**config.mk**
```make
export PLATFORM = sky130hd
export DESIGN_NAME = tdma_frame_slot_planner_top
export DESIGN_NICKNAME = d
export VERILOG_FILES = /design/src/rtl/tfsp_pkg.sv /design/src/rtl/tdma_frame_slot_planner_top.sv /design/src/rtl/tfsp_div.sv
export SDC_FILE = /design/constraint.sdc
export NUM_CORES = 1
export LEC_CHECK = 0
export BUFFER_PORTS_ARGS = -buffer_cell sky130_fd_sc_hd__buf_4
export CORE_MARGIN = 10
export CORE_UTILIZATION = 55
export DETAILED_ROUTE_END_ITERATION = 8
export PLACE_DENSITY = 0.74
export SLEW_MARGIN = 20
export SYNTH_ARGS = -nofsm -noshare
export SYNTH_HDL_FRONTEND = slang
export SYNTH_SLANG_ARGS = --single-unit
```
**constraint.sdc**
```tcl
create_clock -name clock -period 9.4 [get_ports clock]
set_input_delay 0.47 -clock clock [delete_from_list [all_inputs] [get_ports clock]]
set_output_delay 0.47 -clock clock [all_outputs]
set_load 0.01 [all_outputs]
```
**src/rtl/tfsp_pkg.sv**
```systemverilog
// Package for the TDMA frame slot planner: payload structs, state and status codes,
// the per-mode slot tables and the widths shared by the planner and its divider.
// No dependencies.
package tfsp_pkg;

   localparam int DEF_MAX_SECONDS = 10;
   localparam int DEF_MAX_FRAMES  = 64;

   localparam int SEC_US       = 1000000;
   localparam int SEC_W        = 20;
   localparam int SLOT_BASE_US = 1024;

   localparam int MODE_W     = 8;
   localparam int BLOCKS_W   = 8;
   localparam int SEL_W      = 3;
   localparam int BCN_W      = 17;
   localparam int SLOT_W     = 26;
   localparam int GAP_W      = 15;
   localparam int PERIOD_W   = 28;
   localparam int COUNT_W    = 7;
   localparam int STATUS_W   = 2;
   localparam int SHIFT_W    = 5;

   localparam logic [MODE_W-1:0] MODE_FIRST = MODE_W'(5);
   localparam logic [MODE_W-1:0] MODE_LAST  = MODE_W'(11);
   localparam logic [MODE_W-1:0] MODE_ALT   = MODE_W'(18);
   localparam logic [SEL_W-1:0]  SEL_ALT    = SEL_W'(7);

   localparam logic [STATUS_W-1:0] STATUS_OK         = 2'd0;
   localparam logic [STATUS_W-1:0] STATUS_BAD_MODE   = 2'd1;
   localparam logic [STATUS_W-1:0] STATUS_ZERO_BLK   = 2'd2;
   localparam logic [STATUS_W-1:0] STATUS_ZERO_SUPER = 2'd3;

   typedef struct packed {
      logic [MODE_W-1:0]   rate_mode;
      logic [BLOCKS_W-1:0] brd_blocks;
      logic [BLOCKS_W-1:0] ul_blocks;
      logic [BLOCKS_W-1:0] dl_blocks;
      logic [BLOCKS_W-1:0] super_frames;
   } req_type;

   typedef struct packed {
      logic [STATUS_W-1:0] status;
      logic [BCN_W-1:0]    bcn_slot_len;
      logic [SLOT_W-1:0]   brd_slot_len;
      logic [SLOT_W-1:0]   ul_slot_len;
      logic [SLOT_W-1:0]   dl_slot_len;
      logic [GAP_W-1:0]    brd_gap;
      logic [GAP_W-1:0]    ul_gap;
      logic [GAP_W-1:0]    dl_gap;
      logic [PERIOD_W-1:0] frame_period;
      logic [COUNT_W-1:0]  frame_count;
   } rsp_type;

   typedef enum logic [3:0] {
      ST_IDLE,
      ST_SLOTS,
      ST_RAW1,
      ST_RAW2,
      ST_DIVGO,
      ST_DIV,
      ST_WALK,
      ST_NEXT,
      ST_FINISH
   } state_type;

   function automatic logic [BCN_W-1:0] bcn_len(input logic [SEL_W-1:0] sel);
      logic [BCN_W-1:0] v;
      unique case (sel)
         3'd0:    v = BCN_W'(69583);
         3'd1:    v = BCN_W'(36340);
         3'd2:    v = BCN_W'(19129);
         3'd3:    v = BCN_W'(10732);
         default: v = BCN_W'(6510);
      endcase
      return v;
   endfunction

   function automatic logic [GAP_W-1:0] gap_len(input logic [SEL_W-1:0] sel);
      logic [GAP_W-1:0] v;
      unique case (sel)
         3'd0:    v = GAP_W'(21492);
         3'd1:    v = GAP_W'(19728);
         3'd2:    v = GAP_W'(12000);
         3'd3:    v = GAP_W'(5600);
         3'd4:    v = GAP_W'(2800);
         3'd5:    v = GAP_W'(1400);
         default: v = GAP_W'(800);
      endcase
      return v;
   endfunction

   // Slot bodies are (2*blocks+1) times a power of two, from 2^17 down to 2^11.
   function automatic logic [SHIFT_W-1:0] body_shift(input logic [SEL_W-1:0] sel);
      logic [SHIFT_W-1:0] v;
      unique case (sel)
         3'd0:    v = SHIFT_W'(17);
         3'd1:    v = SHIFT_W'(16);
         3'd2:    v = SHIFT_W'(15);
         3'd3:    v = SHIFT_W'(14);
         3'd4:    v = SHIFT_W'(13);
         3'd5:    v = SHIFT_W'(12);
         default: v = SHIFT_W'(11);
      endcase
      return v;
   endfunction

   function automatic logic [SLOT_W-1:0] slot_len(input logic [SEL_W-1:0]    sel,
                                                  input logic [BLOCKS_W-1:0] blocks);
      logic [SLOT_W-1:0] odd;
      logic [SLOT_W-1:0] body;
      odd  = SLOT_W'({blocks, 1'b1});
      body = odd << body_shift(sel);
      return SLOT_W'(SLOT_BASE_US) + body + SLOT_W'(gap_len(sel));
   endfunction

endpackage

```
**src/rtl/tdma_frame_slot_planner_top.sv**
```systemverilog
// Top level of the TDMA frame slot planner: request decode, slot sums, frame search
// sequencer and result register. Depends on tfsp_pkg and tfsp_div.

// The planner takes one request beat and returns one result beat. A request with a bad
// rate mode, a zero uplink or downlink count, or a zero superframe count goes straight
// to the finish state and is answered with an error status and all other fields zero. A
// good request first builds the beacon, broadcast, uplink and downlink slot lengths and
// their raw sum in the states ST_SLOTS, ST_RAW1 and ST_RAW2, then searches frame counts
// that are multiples of the superframe count, up to MAX_FRAMES. For each such count a
// serial divider splits one second into quotient and remainder, and quotient and
// remainder accumulators then walk the seconds 1..MAX_SECONDS. Larger superframe
// counts leave fewer frame counts to search. The shortest period that divides a
// whole number of seconds exactly and is not below the raw sum wins; on a tie the
// smaller number of seconds wins. When nothing fits, the raw sum is returned with a
// frame count of one. req_stall is high after the accepted beat until the result is
// loaded into the output register, and a new request can be taken while that result
// still waits on rsp_stall.
module tdma_frame_slot_planner_top #(
   parameter int MAX_SECONDS = tfsp_pkg::DEF_MAX_SECONDS,
   parameter int MAX_FRAMES  = tfsp_pkg::DEF_MAX_FRAMES
) (
   input  logic              clock,
   input  logic              reset,
   input  logic              req_valid,
   output logic              req_stall,
   input  tfsp_pkg::req_type req_data,
   output logic              rsp_valid,
   input  logic              rsp_stall,
   output tfsp_pkg::rsp_type rsp_data
);
   import tfsp_pkg::*;

   // The frame counter must hold MAX_FRAMES plus one more superframe step.
   localparam int F_W = $clog2(MAX_FRAMES + 256);
   localparam int S_W = $clog2(MAX_SECONDS + 1);
   localparam int Q_W = $clog2(MAX_SECONDS * SEC_US + 1);
   localparam logic [F_W-1:0] MAX_F = F_W'(MAX_FRAMES);
   localparam logic [S_W-1:0] MAX_S = S_W'(MAX_SECONDS);

   state_type state_ff, state_in;

   logic                req_take;
   logic                rsp_take;
   logic                rsp_load;
   logic                mode_ok;
   logic [SEL_W-1:0]    sel_dec;
   logic [STATUS_W-1:0] status_dec;

   // Strobes from the sequencer.
   logic start_div;
   logic walk_step;
   logic walk_last;
   logic next_f;
   logic more_f;

   logic                div_done;
   logic [SEC_W-1:0]    div_quot;
   logic [F_W-1:0]      div_rem;

   logic [STATUS_W-1:0] status_ff;
   logic [SEL_W-1:0]    sel_ff;
   logic [BLOCKS_W-1:0] brd_ff, ul_ff, dl_ff, sf_ff;
   logic [SLOT_W-1:0]   brd_len_ff, ul_len_ff, dl_len_ff;
   logic [PERIOD_W-1:0] part_ff;
   logic [PERIOD_W-1:0] raw_ff;
   logic [F_W-1:0]      f_ff;
   logic [F_W-1:0]      f_sum;
   logic [S_W-1:0]      s_ff;
   logic [Q_W-1:0]      q_ff, q_in;
   logic [F_W-1:0]      r_ff, r_in;
   logic [F_W:0]        r_sum;
   logic                carry;

   logic                eval_ff;
   logic                best_valid_ff;
   logic [PERIOD_W-1:0] best_period_ff;
   logic [S_W-1:0]      best_s_ff;
   logic [F_W-1:0]      best_f_ff;
   logic [PERIOD_W-1:0] cand;
   logic                better;

   logic                rsp_valid_ff;
   rsp_type             rsp_ff, rsp_in;

   // Request decode: mode to table row, then error priority.
   always_comb begin
      mode_ok = 1'b1;
      sel_dec = '0;
      if (req_data.rate_mode >= MODE_FIRST && req_data.rate_mode <= MODE_LAST) begin
         sel_dec = SEL_W'(req_data.rate_mode - MODE_FIRST);
      end else if (req_data.rate_mode == MODE_ALT) begin
         sel_dec = SEL_ALT;
      end else begin
         mode_ok = 1'b0;
      end
      if (!mode_ok) begin
         status_dec = STATUS_BAD_MODE;
      end else if (req_data.ul_blocks == '0 || req_data.dl_blocks == '0) begin
         status_dec = STATUS_ZERO_BLK;
      end else if (req_data.super_frames == '0) begin
         status_dec = STATUS_ZERO_SUPER;
      end else begin
         status_dec = STATUS_OK;
      end
   end

   assign req_take  = req_valid && !req_stall;
   assign rsp_take  = rsp_valid_ff && !rsp_stall;
   assign req_stall = (state_ff != ST_IDLE);
   assign f_sum     = f_ff + F_W'(sf_ff);

   // Next-state logic of the sequencer.
   always_comb begin
      state_in = state_ff;
      unique case (state_ff)
         ST_IDLE: begin
            if (req_take) begin
               state_in = (status_dec == STATUS_OK) ? ST_SLOTS : ST_FINISH;
            end
         end
         ST_SLOTS: state_in = ST_RAW1;
         ST_RAW1:  state_in = ST_RAW2;
         ST_RAW2:  state_in = (f_ff <= MAX_F) ? ST_DIVGO : ST_FINISH;
         ST_DIVGO: state_in = ST_DIV;
         ST_DIV: begin
            if (div_done) begin
               state_in = ST_WALK;
            end
         end
         ST_WALK: begin
            if (walk_last) begin
               state_in = ST_NEXT;
            end
         end
         ST_NEXT:  state_in = more_f ? ST_DIVGO : ST_FINISH;
         ST_FINISH: begin
            if (rsp_load) begin
               state_in = ST_IDLE;
            end
         end
         default:  state_in = ST_IDLE;
      endcase
   end

   // Output strobes of the sequencer.
   always_comb begin
      start_div = 1'b0;
      walk_step = 1'b0;
      walk_last = 1'b0;
      next_f    = 1'b0;
      more_f    = 1'b0;
      rsp_load  = 1'b0;
      unique case (state_ff)
         ST_DIVGO:  start_div = 1'b1;
         ST_WALK: begin
            walk_step = 1'b1;
            walk_last = (s_ff + S_W'(1)) == MAX_S;
         end
         ST_NEXT: begin
            next_f = 1'b1;
            more_f = f_sum <= MAX_F;
         end
         ST_FINISH: rsp_load = !rsp_valid_ff || !rsp_stall;
         default: begin
         end
      endcase
   end

   tfsp_div #(
      .F_W (F_W)
   ) u_div (
      .clock   (clock),
      .reset   (reset),
      .start   (start_div),
      .divisor (f_ff),
      .done    (div_done),
      .quot    (div_quot),
      .rem     (div_rem)
   );

   // Walking one more second keeps quotient and remainder of s * 1e6 / f in step.
   always_comb begin
      r_sum = {1'b0, r_ff} + {1'b0, div_rem};
      carry = r_sum >= {1'b0, f_ff};
      r_in  = carry ? F_W'(r_sum - {1'b0, f_ff}) : r_sum[F_W-1:0];
      q_in  = q_ff + Q_W'(div_quot) + Q_W'(carry);
   end

   // An exact candidate not below the raw sum beats the best one if it is shorter, or as
   // short and earlier in seconds; frame counts rise monotonically so equal seconds never displace the best.
   always_comb begin
      cand   = PERIOD_W'(q_ff);
      better = (r_ff == '0) && (cand >= raw_ff) &&
               (!best_valid_ff || (cand < best_period_ff) ||
                ((cand == best_period_ff) && (s_ff < best_s_ff)));
   end

   always_comb begin
      rsp_in = '0;
      rsp_in.status = status_ff;
      if (status_ff == STATUS_OK) begin
         rsp_in.bcn_slot_len = bcn_len(sel_ff);
         rsp_in.brd_slot_len = brd_len_ff;
         rsp_in.ul_slot_len  = ul_len_ff;
         rsp_in.dl_slot_len  = dl_len_ff;
         rsp_in.brd_gap      = gap_len(sel_ff);
         rsp_in.ul_gap       = gap_len(sel_ff);
         rsp_in.dl_gap       = gap_len(sel_ff);
         if (best_valid_ff) begin
            rsp_in.frame_period = best_period_ff;
            rsp_in.frame_count  = best_f_ff[COUNT_W-1:0];
         end else begin
            rsp_in.frame_period = raw_ff;
            rsp_in.frame_count  = COUNT_W'(1);
         end
      end
   end

   always_ff @(posedge clock) begin
      if (reset) begin
         state_ff      <= ST_IDLE;
         eval_ff       <= 1'b0;
         best_valid_ff <= 1'b0;
         rsp_valid_ff  <= 1'b0;
      end else begin
         state_ff <= state_in;
         eval_ff  <= walk_step;
         if (req_take) begin
            best_valid_ff <= 1'b0;
         end else if (eval_ff && better) begin
            best_valid_ff <= 1'b1;
         end
         if (rsp_load) begin
            rsp_valid_ff <= 1'b1;
         end else if (rsp_take) begin
            rsp_valid_ff <= 1'b0;
         end
      end

      if (req_take) begin
         status_ff <= status_dec;
         sel_ff    <= sel_dec;
         brd_ff    <= req_data.brd_blocks;
         ul_ff     <= req_data.ul_blocks;
         dl_ff     <= req_data.dl_blocks;
         sf_ff     <= req_data.super_frames;
         f_ff      <= F_W'(req_data.super_frames);
      end else if (next_f) begin
         f_ff <= f_sum;
      end

      if (state_ff == ST_SLOTS) begin
         brd_len_ff <= slot_len(sel_ff, brd_ff);
         ul_len_ff  <= slot_len(sel_ff, ul_ff);
         dl_len_ff  <= slot_len(sel_ff, dl_ff);
      end
      if (state_ff == ST_RAW1) begin
         part_ff <= PERIOD_W'(bcn_len(sel_ff)) + PERIOD_W'(brd_len_ff) + PERIOD_W'(ul_len_ff);
      end
      if (state_ff == ST_RAW2) begin
         raw_ff <= part_ff + PERIOD_W'(dl_len_ff);
      end

      if (div_done) begin
         s_ff <= '0;
         q_ff <= '0;
         r_ff <= '0;
      end else if (walk_step) begin
         s_ff <= s_ff + S_W'(1);
         q_ff <= q_in;
         r_ff <= r_in;
      end

      if (eval_ff && better) begin
         best_period_ff <= cand;
         best_s_ff      <= s_ff;
         best_f_ff      <= f_ff;
      end

      if (rsp_load) begin
         rsp_ff <= rsp_in;
      end
   end

   assign rsp_valid = rsp_valid_ff;
   assign rsp_data  = rsp_ff;

endmodule

```
**src/rtl/tfsp_div.sv**
```systemverilog
// Radix-2 restoring divider of the constant one second (in microseconds) by a frame count.
// One quotient bit per cycle. Depends on tfsp_pkg.
module tfsp_div #(
   parameter int F_W = 9
) (
   input  logic                      clock,
   input  logic                      reset,
   input  logic                      start,
   input  logic [F_W-1:0]            divisor,
   output logic                      done,
   output logic [tfsp_pkg::SEC_W-1:0] quot,
   output logic [F_W-1:0]            rem
);
   import tfsp_pkg::*;

   localparam int CNT_W = $clog2(SEC_W);
   localparam logic [SEC_W-1:0] DIVIDEND = SEC_W'(SEC_US);

   logic             busy_ff, busy_in;
   logic             done_ff, done_in;
   logic [CNT_W-1:0] cnt_ff, cnt_in;
   logic [F_W-1:0]   rem_ff, rem_in;
   logic [SEC_W-1:0] quot_ff, quot_in;
   logic [F_W:0]     shifted;
   logic [F_W:0]     diff;
   logic             ge;

   always_comb begin
      shifted = {rem_ff, DIVIDEND[cnt_ff]};
      diff    = shifted - {1'b0, divisor};
      ge      = shifted >= {1'b0, divisor};
      busy_in = busy_ff;
      done_in = 1'b0;
      cnt_in  = cnt_ff;
      rem_in  = rem_ff;
      quot_in = quot_ff;
      if (start) begin
         busy_in = 1'b1;
         cnt_in  = CNT_W'(SEC_W - 1);
         rem_in  = '0;
         quot_in = '0;
      end else if (busy_ff) begin
         rem_in  = ge ? diff[F_W-1:0] : shifted[F_W-1:0];
         quot_in = {quot_ff[SEC_W-2:0], ge};
         cnt_in  = cnt_ff - CNT_W'(1);
         if (cnt_ff == '0) begin
            busy_in = 1'b0;
            done_in = 1'b1;
         end
      end
   end

   always_ff @(posedge clock) begin
      if (reset) begin
         busy_ff <= 1'b0;
         done_ff <= 1'b0;
      end else begin
         busy_ff <= busy_in;
         done_ff <= done_in;
      end
      cnt_ff  <= cnt_in;
      rem_ff  <= rem_in;
      quot_ff <= quot_in;
   end

   assign done = done_ff;
   assign quot = quot_ff;
   assign rem  = rem_ff;

endmodule
```
[After elaboration in Yosys (flattened, before gate mapping)]
Memories as Yosys holds them, arrays and structs flattened. A register that Yosys moved wholly into a read port is not among the register bits.
Cells that the tools add are included.
Word-level totals
  memories: 1
  register bits after elaboration: 442
  input port bits: 44
  memory bits (read-only): 32
Memory list
  (name not given): depth 32, width 1, rd ports 1, clocked after Yosys merged registers in 1, write ports 0, RTL line tfsp_div.sv:29  | shifted = {rem_ff, DIVIDEND[cnt_ff]};
Cells by class
  equality and inequality tests: 20
  magnitude comparators: 10
  shift operators: 3
  reductions and logical operators: 32
  add/subtract/negate cells: 18
  multiplexer cells: 41
  bitwise operators: 2
Operator list (count)
  15-bit one-hot mux with 6 select lines: 1
  11-bit by 26-bit adder with 26-bit output (first input constant): 3
  26-bit by 15-bit adder with 26-bit output: 3
  9-bit by 5-bit << shifter with 26-bit output: 3
  17-bit one-hot mux with 4 select lines: 1
  4-bit one-hot mux with 9 select lines: 1
  31-bit two-way mux: 1
  5-bit one-hot mux with 6 select lines: 1
  27-bit by 26-bit adder with 28-bit output: 1
  28-bit by 26-bit adder with 28-bit output: 1
  24-bit by 28-bit greater-or-equal comparator with 1-bit output: 1
  4-bit two-way mux: 7
  17-bit by 26-bit adder with 27-bit output: 1
  24-bit by 1-bit adder with 24-bit output: 1
  24-bit by 20-bit adder with 24-bit output: 1
  24-bit == test: 1
  8-bit zero test: 3
  24-bit less-than comparator: 1
  10-bit by 9-bit greater-or-equal comparator with 1-bit output: 2
  9-bit by 7-bit <= comparator with 1-bit output (second input constant): 2
  9-bit two-way mux: 2
  9-bit subtractor: 2
  17-bit two-way mux: 1
  4-bit by 3-bit == test with 1-bit output (second input constant): 4
  other kinds (39): 81

[Logic depth before layout (Yosys ltp)]
Gate-level depths: netlist (run 1).
  word-level depth: 8
  gate-level depth with buffers: 28

[Cells and area by module]
Synthesis (run 1) repeated with hierarchy kept, for this count alone.
Unflattened totals
  cell total of the unflattened synthesis: 2393
  area total of the unflattened synthesis: 25593.3 µm²
By module, submodules not included
  tdma_frame_slot_planner_top: cells each 2172, times used 1, sequential area each 11441.0 µm², area an instance 23651.4 µm²
  tfsp_div: cells each 221, times used 1, sequential area each 740.7 µm², area an instance 1941.9 µm²

[Worst setup path after synthesis (run 1)]
OpenSTA, ideal clock, no wires.
  path kind: flip-flop to flip-flop
  start point: register state_ff[0]
  end point: register rsp_ff, in the netlist rsp_data[0], enable pin
  setup time: 0.681 ns
  data required time: 8.719 ns
  arrival time: 7.365 ns
  stages on the path, launching flop included: 5
  path buffers: 1
  slack: 1.354 ns
  path through: dfxtp_1 clkbuf_1 nor2_1 nand3b_1 a21oi_1
Between the ends
  cells in the longest elaborated chain, start to end: 2
Ends and longest elaborated chain
  from (decl): RTL line tdma_frame_slot_planner_top.sv:40  | state_type state_ff, state_in;
  from (signal assigned): RTL line tdma_frame_slot_planner_top.sv:226  | state_ff <= state_in;
  4-bit == test: RTL line tdma_frame_slot_planner_top.sv:153  | unique case (state_ff)
  1-bit two-way mux: RTL line tdma_frame_slot_planner_top.sv:153
  net rsp_load: RTL line tdma_frame_slot_planner_top.sv:44  | logic rsp_load;
  to (signal assigned): RTL line tdma_frame_slot_planner_top.sv:281  | rsp_ff <= rsp_in;
  to (decl): RTL line tdma_frame_slot_planner_top.sv:83  | rsp_type rsp_ff, rsp_in;
The timed path passes the listed nets, and every way through them passes these cells.
A chain may end at the register's enable or synchronous reset.

[Final worst setup path (run 1)]
  start point: register u_div.rem_ff[0], in the netlist u_div.rem[0]
  end point: register q_ff[16]
Between the ends
  cells in the longest elaborated chain, start to end: 3
Ends and longest elaborated chain
  from (decl): RTL line tfsp_div.sv:22  | logic [F_W-1:0] rem_ff, rem_in;
  from (signal assigned): RTL line tfsp_div.sv:62  | rem_ff <= rem_in;
  9-bit by 9-bit adder with 10-bit output: RTL line tdma_frame_slot_planner_top.sv:183  | r_sum = {1'b0, r_ff} + {1'b0, div_rem};
  10-bit by 9-bit greater-or-equal comparator with 1-bit output: RTL line tdma_frame_slot_planner_top.sv:184  | carry = r_sum >= {1'b0, f_ff};
  24-bit by 1-bit adder with 24-bit output: RTL line tdma_frame_slot_planner_top.sv:186  | q_in = q_ff + Q_W'(div_quot) + Q_W'(carry);
  to (signal assigned): RTL line tdma_frame_slot_planner_top.sv:270  | q_ff <= q_in;
  to (decl): RTL line tdma_frame_slot_planner_top.sv:69  | logic [Q_W-1:0] q_ff, q_in;
No other way between the ends.

==> results_dict.tcl, run 1 <==
set metrics [dict create \
    status "complete, no violations" \
    setup_violations 0 \
    grt_pass1_wl_microns 101000 \
    p_leak_nw 12.5 \
    slowest_stage "a21oi_1" \
    io_buffers 216 \
    final_antenna_net_count 0 \
    dp_hpwl_microns 47600 \
    fp.dieH_microns 235 \
    crit_top_cell "a21oi_1" \
    drc_errors 0 \
    clock-sinks 432 \
    syn_inst 2392 \
    fin_util_pct 63.9 \
    synth_edf_count 350 \
    antenna_cells 0 \
    wire_per_inst_microns 19.9 \
    antenna_found_initial 0 \
    slew_headroom_pct 30.3 \
    htreeDepth 2 \
    synthFlopType "edfxtp_1" \
    syn_to_final_growth_pct 14.3 \
    cts_resized 0 \
    wl_microns 64600 \
    die-area_sq_um 55500 \
    crit_required_ns 9.91 \
    first_global_vias 18900 \
    crit_family "compound AO/OA/AOI/OAI gates" \
    setup-tns-final_ns 0 \
    drive_gt1_share_pct 13.0 \
    die_w_microns 235 \
    min_to "brd_ff[4]" \
    drtIter0Drc 1261 \
    async_flop_share_pct 0 \
    max-cap-violations 0 \
    yosysSeqAreaShare_pct 47.6 \
    cts_tree "done" \
    hp-start "req_data[28]" \
    grt_usage_pct 22.5 \
    ir_worst_vdd_mv 0.127 \
    clock_latency_ns 0.59 \
    initial_utilization_pct 55.9 \
    layout_commonest_cell "edfxtp_1" \
    p_per_area_nw_per_um2 164 \
    path_max_fanout 6 \
    syn_area_per_cell_sq_um 10.7 \
    grt_max_degree 89 \
    num_vias 18800 \
    num_rows 78 \
    nNetsFinal 2903 \
    min_period_over_period_pct 64.6 \
    fin_hold_ws_ns 0.0539 \
    core_sq_um 45700 \
    setup.worst_path.class "flop to flop" \
    worst-path-buf-inv 2 \
    cts_setup_buffers 0 \
    clockRootBuffer "clkbuf_16" \
    postCtsHoldBufs 0 \
    drv_slew 0 \
    gr-total-overflow 0 \
    worst_slew_pin_slew_ns 1.04 \
    place_congestion 0.891 \
    critPathLaunchType "flop" \
    rr_worst_depth 26 \
    yosys_warnings 0 \
    via_per_inst 5.82 \
    hold_path.class "input pin to flop" \
    max_freq_mhz 165 \
    path_clk_slew_ns 0.06 \
    end_kind "flop" \
    synth.distinct_cells 81 \
    drt_pre_antenna_iters 6 \
    cts_made_buffers 47 \
    reg2reg_slack_ns 3.32 \
    ys_ff_latch 432 \
    r2r_start "u_div.rem[0]" \
    synth_area_sq_um 25500 \
    clock_skew_ns 0.0223 \
    grt_setup_unrepaired "false" \
    period_needed_ns 6.08 \
    slowest_delay_ns 0.58 \
    io_pins 223 \
    hold_viol_final 0 \
    worstHoldPathCells 1 \
    clockBufferDepth 3 \
    r2r_end "q_ff[16]" \
    crit_arrival_ns 6.58 \
    final_cell_mix "edfxtp_1, buf_4, ha_1" \
]
cell usage after synthesis, drive strengths merged (52+ instances only):
| cell | instances | area share, % |
|---|---|---|
| nand2 | 165 | 2.4 |
| and2 | 86 | 2.1 |
| inv | 134 | 2.0 |
| a21o | 71 | 2.1 |
| buf | 66 | 1.7 |
| mux2i | 71 | 2.8 |
| xnor2 | 92 | 3.2 |
| edfxtp | 350 | 41 |
| dfxtp | 82 | 6.4 |
| ha | 235 | 12 |
| o21ai | 110 | 2.2 |
| a21oi | 164 | 3.2 |
| nor2 | 207 | 3.0 |
| xor2 | 52 | 1.8 |
worst max-delay path by stage:
| stage | startpoint | to | slack (ns) | cells past startpoint |
|---|---|---|---|---|
| after CTS | u_div.rem[0] | q_ff[16] | 3.34 | 26 |
| after floorplan | state_ff[0] | rsp_data[0] | 1.35 | 4 |
| after global routing | u_div.rem[0] | q_ff[16] | 2.82 | 26 |
| after detailed placement | u_div.rem[0] | q_ff[16] | 3.36 | 26 |
| final | u_div.rem[0] | q_ff[16] | 3.32 | 26 |
| after global placement | u_div.rem[0] | q_ff[16] | 3.62 | 26 |
logic make-up (layout without fill, tap and decap cells):
group,count (synthesis),in the layout,synth area share (%)
and+or+nand+nor,710,710,13.6
AOI/OAI and AO/OA,519,519,12.9
DFF,432,432,47.6
adders and majority gates,261,261,13.6
buffers and inverters,248,459,4.36
xor gates and xnor gates,144,144,4.94
muxes,77,77,3.06
other,1,34,0.0147
state kept, by name, summed over array words and instances, names as in the netlist, 3 cells and up:
name,cells
best_f_ff,7
best_period_ff,24
best_s_ff,4
brd_ff,8
brd_len_ff,26
dl_ff,8
dl_len_ff,25
f_ff,9
part_ff,28
q_ff,24
r_ff,9
raw_ff,28
rsp_data,138
s_ff,4
sel_ff,3
sf_ff,8
state_ff,4
u_div.cnt_ff,5
u_div.quot,20
u_div.rem,9
ul_ff,8
ul_len_ff,25
area by class of cell:
type                       instances  area (sq um)
clock inverter                    25           239
tap                              600           751
inverter                         134           503
multi-input combinational       1745         12400
timing repair buffer             238          1790
clock buffer                      62          1310
fill                            3588         16500
sequential                       432         12200
metal layers:
metal | vias to the layer above | global-route usage, % | wire [microns]
met4 | 0 | 7.96 | 1940
met5 | - | 0 | 0
met2 | 613 | 39.6 | 32300
met3 | 108 | 3.54 | 3790
met1 | 9101 | 27.3 | 26500
li1 | 9025 | - | -
worst register-to-register path, delay by kind of cell, from the launching register on:
family	cells	cell delay (ns)
AOI/OAI and AO/OA	12	2.95
adders and majority gates	5	1.47
and+or+nand+nor	5	0.69
xor gates and xnor gates	2	0.36
DFF	1	0.40
buffers and inverters	2	0.13
where the power goes:
| part | total, mW | switching (mW) | internal (mW) |
|---|---|---|---|
| registers | 2.19 | 0.0386 | 2.15 |
| logic | 0.739 | 0.432 | 0.306 |
| clock network | 1.85 | 0.763 | 1.09 |
stage by stage:
step	area (sq um)	cells	setup slack (ns)	power, mW
final	29200	3236	3.32	4.78
after global routing	29200	3236	2.82	4.96
after CTS	29200	3236	3.34	4.79
after detailed placement	27600	3149	3.36	2.95
after global placement	27600	3149	3.62	2.93
after floorplan	25700	2425	1.35	2.75
Note: power is estimated with default switching activity, not from simulation.
==> run 2, diff against run 1 <==
Clock period 9.4 ns to 6.2 ns, I/O delays scaled along.
==> run 2 against run 1 <==
Combinational power is 54% higher. Flip-flop and latch count is the same. Utilization up 1.0 points. Hold slack got worse by 0.0061 ns. Fmax up 7.1%. Wire length increased by 0.52%. Clock power rose by 55%. Register-to-register slack worse by 2.8 ns. Via count decreased by 0.21%. First-iteration DRC count is 4.3% lower. Clock skew fell by 0.0024 ns. Global-route usage up 0.19 points. Critical path type unchanged.
==> results_dict.tcl, run 2 (synthesis results as in run 1) <==
set metrics [dict create \
    drt_pre_antenna_iters 5 \
    post_dp_cell_area_sq_um 27700 \
    io_pins 223 \
    status "complete, no violations" \
    wl_microns 64900 \
    drc_errors 0 \
    drive_gt1_share_pct 13.1 \
    period_needed_ns 5.67 \
    slowest_stage "fa_1" \
    r2r_end "q_ff[22]" \
    htreeDepth 2 \
    crit_required_ns 6.65 \
    intPower_mw 5.47 \
    end_kind "flop" \
    num_vias 18800 \
    clock-sinks 432 \
    initial_utilization_pct 55.9 \
    cts_tree "done" \
    hold_path.class "input pin to flop" \
    crit_end "q_ff[22]" \
    gr-total-overflow 0 \
    rr_worst_depth 27 \
    p_sw_mw 1.85 \
    path_clk_slew_ns 0.06 \
    place_congestion 0.889 \
    hold_viol_final 0 \
    clock_latency_ns 0.59 \
    dp_hpwl_microns 47900 \
    startpoint "u_div.rem[0]" \
    die_w_microns 235 \
    crit_arrival_ns 6.12 \
    syn_to_final_growth_pct 16.1 \
    swShare_pct 25.3 \
    clock_skew_ns 0.0199 \
    layout_commonest_cell "edfxtp_1" \
    max_freq_mhz 176 \
    fp.dieH_microns 235 \
    final_cell_mix "edfxtp_1, buf_4, ha_1" \
    first_global_vias 19000 \
    clockBufferDepth 3 \
    design_area_sq_um 29700 \
    antenna_found_initial 1 \
    setup.worst_path.class "flop to flop" \
    grt_max_degree 106 \
    die-area_sq_um 55500 \
    r2r_start "u_div.rem[0]" \
    critPathLaunchType "flop" \
    power_frac_seq_pct 45.4 \
    p_per_area_nw_per_um2 247 \
    cts_made_buffers 47 \
    setup-tns-final_ns 0 \
    grt_usage_pct 22.7 \
    pre_cts_ws_ns 0.530 \
    clkPwrFrac_pct 39.1 \
    max-cap-violations 0 \
    layout_setup_ws_ns 0.528 \
    setup_violations 0 \
    drv_slew 0 \
    slew_headroom_pct 30.9 \
    fin_util_pct 64.9 \
    num_rows 78 \
    grt_setup_unrepaired "false" \
    min_period_over_period_pct 91.5 \
    largest_reg_flops 138 \
    drtIter0Drc 1207 \
    reg2reg_slack_ns 0.53 \
    ir_worst_vdd_mv 0.256 \
    wire_per_inst_microns 19.8 \
    clockRootBuffer "clkbuf_16" \
    grt_pass1_wl_microns 102000 \
    nNetsFinal 2945 \
    worst_slew_pin_slew_ns 1.04 \
    slowest_delay_ns 0.44 \
    p_leak_nw 12.7 \
    core_sq_um 45700 \
    cts_setup_buffers 0 \
    via_per_inst 5.74 \
    final_antenna_net_count 0 \
    pwr-share-comb_pct 15.5 \
    path_max_fanout 5 \
    io_buffers 216 \
    antenna_cells 0 \
]
==> run 2: cell types whose count changed in the layout (fill, tap and decap cells not counted), sizes merged <==
| cell | before | now |
|---|---|---|
| dlygate4sd3 | 0 | 33 |
| buf | 238 | 247 |
| clkinv | 19 | 17 |
| inv | 135 | 133 |
| bufinv | 4 | 5 |
| clkinvlp | 1 | 0 |
==> run 2: metrics by stage <==
| stage | hold slack (ns) | power (mW) | std cells |
|---|---|---|---|
| floorplan | 0.409 | 4.16 | 2425 |
| global placement | 0.436 | 4.46 | 3157 |
| detailed placement | 0.434 | 4.48 | 3157 |
| CTS | 0.0215 | 7.35 | 3273 |
| global route | 0.0541 | 7.62 | 3274 |
| finish | 0.0478 | 7.32 | 3274 |
==> run 2: worst min path at each step <==
stage / slack (ns) / to / startpoint / cells after the start
finish: 0.05 / sel_ff[0] / req_data[32] / 2
global route: 0.05 / sel_ff[0] / req_data[32] / 2
CTS: 0.02 / rsp_valid / rsp_stall / 3
detailed placement: 0.43 / rsp_data[175] / status_ff[0] / 0
global placement: 0.44 / rsp_data[175] / status_ff[0] / 0
floorplan: 0.41 / brd_ff[0] / req_data[24] / 0
==> run 2: timing repair <==
action                                 CTS  global route
hold buffers                            33             0
setup endpoints to repair                0             1
gates resized for setup                  0             1
endpoints found under the hold margin   43             0
==> run 2: layer usage <==
metal	global-route usage (%)	up-vias	part of all wire [%]
li1	-	9094	-
met4	9.05	2	3.5
met3	4.27	136	5.6
met2	39.0	550	49
met1	27.5	9026	42
met5	0	-	0.017
==> run 2: power by group through the flow <==
stage / combinational (mW) / clock, mW / sequential [mW]
after detailed placement: 1.09 / 0 / 3.38
after CTS: 1.12 / 2.91 / 3.32
after floorplan: 0.767 / 0 / 3.39
after global placement: 1.08 / 0 / 3.38
after global routing: 1.26 / 3.03 / 3.33
final: 1.14 / 2.86 / 3.32
==> run 2: critical path: cells and delay by family (launching register included) <==
kind | cells | cell delay, ns
buffers and inverters | 2 | 0.12
xor gates and xnor gates | 2 | 0.25
AOI/OAI and AO/OA | 14 | 2.60
adders and majority gates | 5 | 1.80
and+or+nand+nor | 4 | 0.35
DFF | 1 | 0.41
==> run 2: final cells by class <==
cell class | count | area [sq um]
fill | 3540 | 16000
multi-input combinational | 1745 | 12500
clock inverter | 21 | 223
tap | 600 | 751
timing repair buffer | 280 | 2220
inverter | 134 | 503
sequential | 432 | 12200
clock buffer | 62 | 1350
